**src/hw/rtl/ssif_pkg.sv**
```systemverilog
package ssif_pkg;

  localparam int COORD_BITS = 16;
  localparam int FRAC_BITS  = 16;
  localparam int DIFF_BITS  = COORD_BITS + 1;
  localparam int PROD_BITS  = 2 * DIFF_BITS;
  localparam int CROSS_BITS = PROD_BITS + 1;
  localparam int MAG_BITS   = CROSS_BITS - 1;
  localparam int REM_BITS   = MAG_BITS + 1;
  localparam int OUT_BITS   = FRAC_BITS + 1;

  typedef struct packed {
    logic                  valid;
    logic                  live;
    logic [REM_BITS-1:0]   rem;
    logic [MAG_BITS-1:0]   den;
    logic [FRAC_BITS-1:0]  quo;
    logic                  hit;
    logic [OUT_BITS-1:0]   frac;
  } div_lane_t;

endpackage

```
**src/hw/rtl/ssif_div_cell.sv**
```systemverilog
module ssif_div_cell (
  input  logic               clk,
  input  logic               rst,
  input  ssif_pkg::div_lane_t lane_in,
  output ssif_pkg::div_lane_t lane_out
);

  logic [ssif_pkg::REM_BITS-1:0] shifted;
  logic [ssif_pkg::REM_BITS:0]   diff;
  ssif_pkg::div_lane_t           lane_next;

  always_comb begin
    shifted   = {lane_in.rem[ssif_pkg::REM_BITS-2:0], 1'b0};
    diff      = {1'b0, shifted} - {2'b00, lane_in.den};
    lane_next = lane_in;
    lane_next.quo = {lane_in.quo[ssif_pkg::FRAC_BITS-2:0], 1'b0};
    lane_next.rem = shifted;
    // restoring step: keep the difference when it did not borrow
    if (!diff[ssif_pkg::REM_BITS]) begin
      lane_next.rem    = diff[ssif_pkg::REM_BITS-1:0];
      lane_next.quo[0] = 1'b1;
    end
  end

  always_ff @(posedge clk) begin
    if (rst) begin
      lane_out.valid <= 1'b0;
    end else begin
      lane_out.valid <= lane_in.valid;
    end
    lane_out.live <= lane_next.live;
    lane_out.rem  <= lane_next.rem;
    lane_out.den  <= lane_next.den;
    lane_out.quo  <= lane_next.quo;
    lane_out.hit  <= lane_next.hit;
    lane_out.frac <= lane_next.frac;
  end

endmodule
```
**config.mk**
```make
export PLATFORM = sky130hd
export DESIGN_NAME = ssif_div_cell
export DESIGN_NICKNAME = d
export VERILOG_FILES = /design/src/hw/rtl/ssif_pkg.sv /design/src/hw/rtl/ssif_div_cell.sv
export SDC_FILE = /design/constraint.sdc
export NUM_CORES = 1
export LEC_CHECK = 0
export BUFFER_PORTS_ARGS = -buffer_cell sky130_fd_sc_hd__buf_2
export CORE_MARGIN = 2
export CORE_UTILIZATION = 40
export DETAILED_ROUTE_END_ITERATION = 10
export GPL_ROUTABILITY_DRIVEN = 0
export PLACE_DENSITY = 0.81
export SLEW_MARGIN = 20
export SYNTH_ARGS = -nofsm -noshare
export SYNTH_HDL_FRONTEND = slang
export SYNTH_SLANG_ARGS = --single-unit
```
**constraint.sdc**
```tcl
create_clock -name clk -period 2.5 [get_ports clk]
set_input_delay 0.375 -clock clk [delete_from_list [all_inputs] [get_ports clk]]
set_output_delay 0.375 -clock clk [all_outputs]
set_load 0.01 [all_outputs]
```
# Yosys cells after proc, flatten, opt, wreduce, memory -nomap -nowiden
# Index checks and enable logic that the tools add are counted.
[word_totals]
latchBits = 0
ff_bits = 105
out_inout_bits = 105
ramBits = 0
rom_bits = 0
input_bits = 107
mem_count = 0
[op_classes]
shifts = 0
n_mul = 0
reduce_logical = 0
bitwise = 0
n_eq_ne = 0
add_sub_neg = 1
div = 0
magnitude_cmp = 0
n_mux = 2
[op_table]
columns = ["cell", "n"]
rows = [
  ["$sub 35x34->36", 1],
  ["$mux 35", 1],
  ["$mux 1", 1],
]

# Longest topological paths before layout
[depth]
ltp_word = 2
mapped_depth = 13
ltp_nobuf = 11

# Worst setup path after synthesis
# Ideal clock, no wire load.
[synth_path]
path_type = "input-to-reg"
startpoint = "input lane_in[46] in the netlist's numbering"
endpoint = "register lane_out[99] in the netlist's numbering"
arrival_ns = 2.547
slack_ns = -0.164
n_path_buf = 1
cell_stages = 11
required_ns = 2.383
path_cell_list = "inv_1 > ha_1 > buf_6 > a21oi_4 > o21ai_2 > a221o_1 > nor2b_4 > nor4_2 > nor2_1 > or4_1 > a32o_1"
[synth_lines]
columns = ["element", "line", "rtl"]
rows = [
  ["from (decl)", "ssif_div_cell.sv:4", "input ssif_pkg::div_lane_t lane_in,"],
  ["to (decl)", "ssif_div_cell.sv:5", "output ssif_pkg::div_lane_t lane_out"],
]

==> results.yml <==
outcome:
  status: "finished clean"
routing:
  wl_per_cell_um: 13.00
  dr.pass1.iters: 4
  viasPerCell: 4.729
  totalWireLength_mm: 11.79
  drt_first_iter_violations: 195
  vias: 4289
  drc: 0
  route.antenna.remaining_nets: 0
synthesis:
  synth.avg_cell_area_um2: 9.308
  synth_most_common_cell: "dfxtp_1"
  synth-edff-count: 0
  synth_top_cell_area_share: 0.4724
  netlist_instances: 478
  syn-num-nets: 619
  synth-seq-cells: 105
  synth_cell_types: 58
  yosys.area.top_type: "dfxtp_1"
  yosys-top-cells-count: "dfxtp_1, a21oi_1, nand2_1"
  synth.area.top_cells: "dfxtp_1, ha_1, a21oi_1, nand2_1, inv_1"
  yosys_warnings: 0
  ys.flop_type: "dfxtp_1"
  netlist_area_mm2: 0.004449
  ys_async_sr_fraction: 0
  ys_seq_area_frac: 0.4724
clock_network:
  cts_made_buffers: 9
  htreeDepth: 3
  cts_tree: "done"
  cts.path.max_buffers: 2
  clock_sinks: 105
  cts.hold.buffers_added: 0
  path_clk_slew_ns: 0.10
  cts_root_buf: "clkbuf_8"
timing:
  period_share: 0.9639
  period_minus_slack_ns: 2.410
  hold_violations: 0
  tightest_slew_ns: 0.4911
  slew_violations: 0
  max_freq_mhz: 415.0
  slew_headroom: 0.6691
  setup_viol: 0
global_route:
  grtUsageTotal: 0.1925
  antenna_found_initial: 0
  grt_pass1_vias: 4058
  overflow: 0
  grt_max_degree: 19
  grt_pass1_wl_mm: 17.88
hold_path:
  hold_end: "lane_out[13]"
  whs_path_depth: 1
  worstHoldPathType: "in -> reg"
  hp-start: "lane_in[13]"
final_layout:
  reg.largest.list: "lane_out x105"
  final_cells: 907
  largest_register: "lane_out"
  area_delta_synth_final_pct: 45.11
  drive_gt1_frac: 0.4289
  largest_reg_flops: 105
  fin_nets: 903
  diodes: 0
floorplanning:
  io_pins: 212
  dieWidth_um: 109.5
  initial_core_util: 0.4104
  rows: 38
  die_h_um: 109.5
  core_area_mm2: 0.01084
  dieArea_mm2: 0.01198
setup_path:
  worst-path-max-fanout: 8
  crit_start: "lane_in[42]"
  crit_arrival_ns: 2.74
  crit_chain: "buf_2 > inv_1 > ha_1 > o211ai_1 > nor3_2 > o21ai_4 > a2111oi_4 > nor4_2 > o21a_2 > buf_12 > a211oi_1 > a32o_1"
  cpPeakStageDelay_ns: 0.37
  slowest_stage: "a2111oi_4"
  path_class: "in -> reg"
  crit_required_ns: 2.83
  worst_setup_path_end_kind: "register"
  start_kind: "input pin"
place:
  post-dp-hpwl_mm: 9.659
  place_inst: 890
  portBuffers: 209
run:
  max-cap-violations: 0
power_and_ir_drop:
  power.total_uw: 4049
  power.density_mw_per_mm2: 627.1
  ir_worst_vdd_mv: 0.3909
  leakage_uw: 0.003341
cell families (layout without fill, tap and decap cells):
logic type / Yosys count / after routing / share of synthesized area
compound gates: 133 / 133 / 0.1988
xor+xnor: 26 / 26 / 0.05118
fa+ha+maj: 34 / 34 / 0.09730
buf+inv: 54 / 343 / 0.04865
flops: 105 / 105 / 0.4724
mux: 1 / 1 / 0.002531
simple gates: 125 / 125 / 0.1291
per-stage QoR:
stage / area [um^2] / setup TNS [ns] / hold slack [ns] / utilization / setup WS [ns]
finish: 6456 / 0 / 0.07760 / 0.5956 / 0.09017
global route: 6456 / -0.003113 / 0.06228 / 0.5956 / -0.003113
CTS: 6401 / 0 / 0.06091 / 0.5905 / 0.06903
detailed placement: 6223 / -8.576 / 0.4786 / 0.5741 / -0.3433
global placement: 6223 / -7.337 / 0.4771 / 0.5741 / -0.3253
floorplan: 4464 / -0.001211 / 0.4027 / - / -0.001211
timing repair:
item                       CTS  global route
resized for setup            0            10
buffers inserted             0             1
hold endpoints to repair     0             0
setup endpoints to repair    0            24
where the power goes:
group / switching (uW) / internal (uW) / total (uW)
clock: 613 / 375 / 988
sequential: 40.8 / 1850 / 1890
combinational: 604 / 566 / 1170
total: 1260 / 2790 / 4050
cells in the final DEF (no fill, tap or decap), types with 3 or more instances in the layout:
cell type	n
buf_2	209
o31ai_1	3
buf_4	72
dfxtp_1	105
a211oi_1	4
nand4_1	4
nand2_1	43
o211ai_1	3
and3_1	6
a21oi_2	4
nor2_1	39
ha_1	33
inv_6	3
nor3_1	7
o21ai_0	20
o21a_1	3
a31oi_1	4
nand2b_1	5
inv_1	42
nor2b_1	4
xnor2_1	10
xor2_1	16
o21bai_1	4
nand3_1	5
clkbuf_8	9
a21oi_1	46
buf_12	3
a21o_1	14
how the worst max path moves through the flow:
| stage | endpoint | slack (ns) | depth (start not counted) |
|---|---|---|---|
| 4_1_cts | lane_out[101] | 0.07 | 12 |
| 6_report | lane_out[99] | 0.09 | 12 |
| 2_1_floorplan | lane_out[99] | -0.001 | 11 |
| 5_1_grt | lane_out[99] | -0.003 | 12 |
| 3_5_place_dp | lane_out[101] | -0.34 | 12 |
| 3_3_place_gp | lane_out[101] | -0.33 | 12 |
final cells by class:
cell class	count	area [um^2]
inverters	43	163.9
multi-input cells	319	2191
flip-flops and latches	105	2102
repair buffers	284	1647
clock buffers	10	127.6
fillers	958	4384
clock inverters	6	50.05
well taps	140	175.2
worst max-delay path: cells and delay by family:
| kind | cells | cell delay (ns) |
|---|---|---|
| buf+inv | 3 | 0.29 |
| fa+ha+maj | 1 | 0.35 |
| compound gates | 6 | 1.36 |
| simple gates | 2 | 0.37 |
metal layers:
metal | routed length, um | global-route usage | vias up | part of all wire
li1 | - | - | 2215 | -
met1 | 4874 | 0.2204 | 1922 | 0.41
met2 | 5887 | 0.3444 | 139 | 0.50
met3 | 826 | 0.03734 | 13 | 0.070
met4 | 204 | 0.08770 | 0 | 0.017
met5 | 0 | 0 | - | 0
No activity file was read; power rests on OpenSTA's default activity.
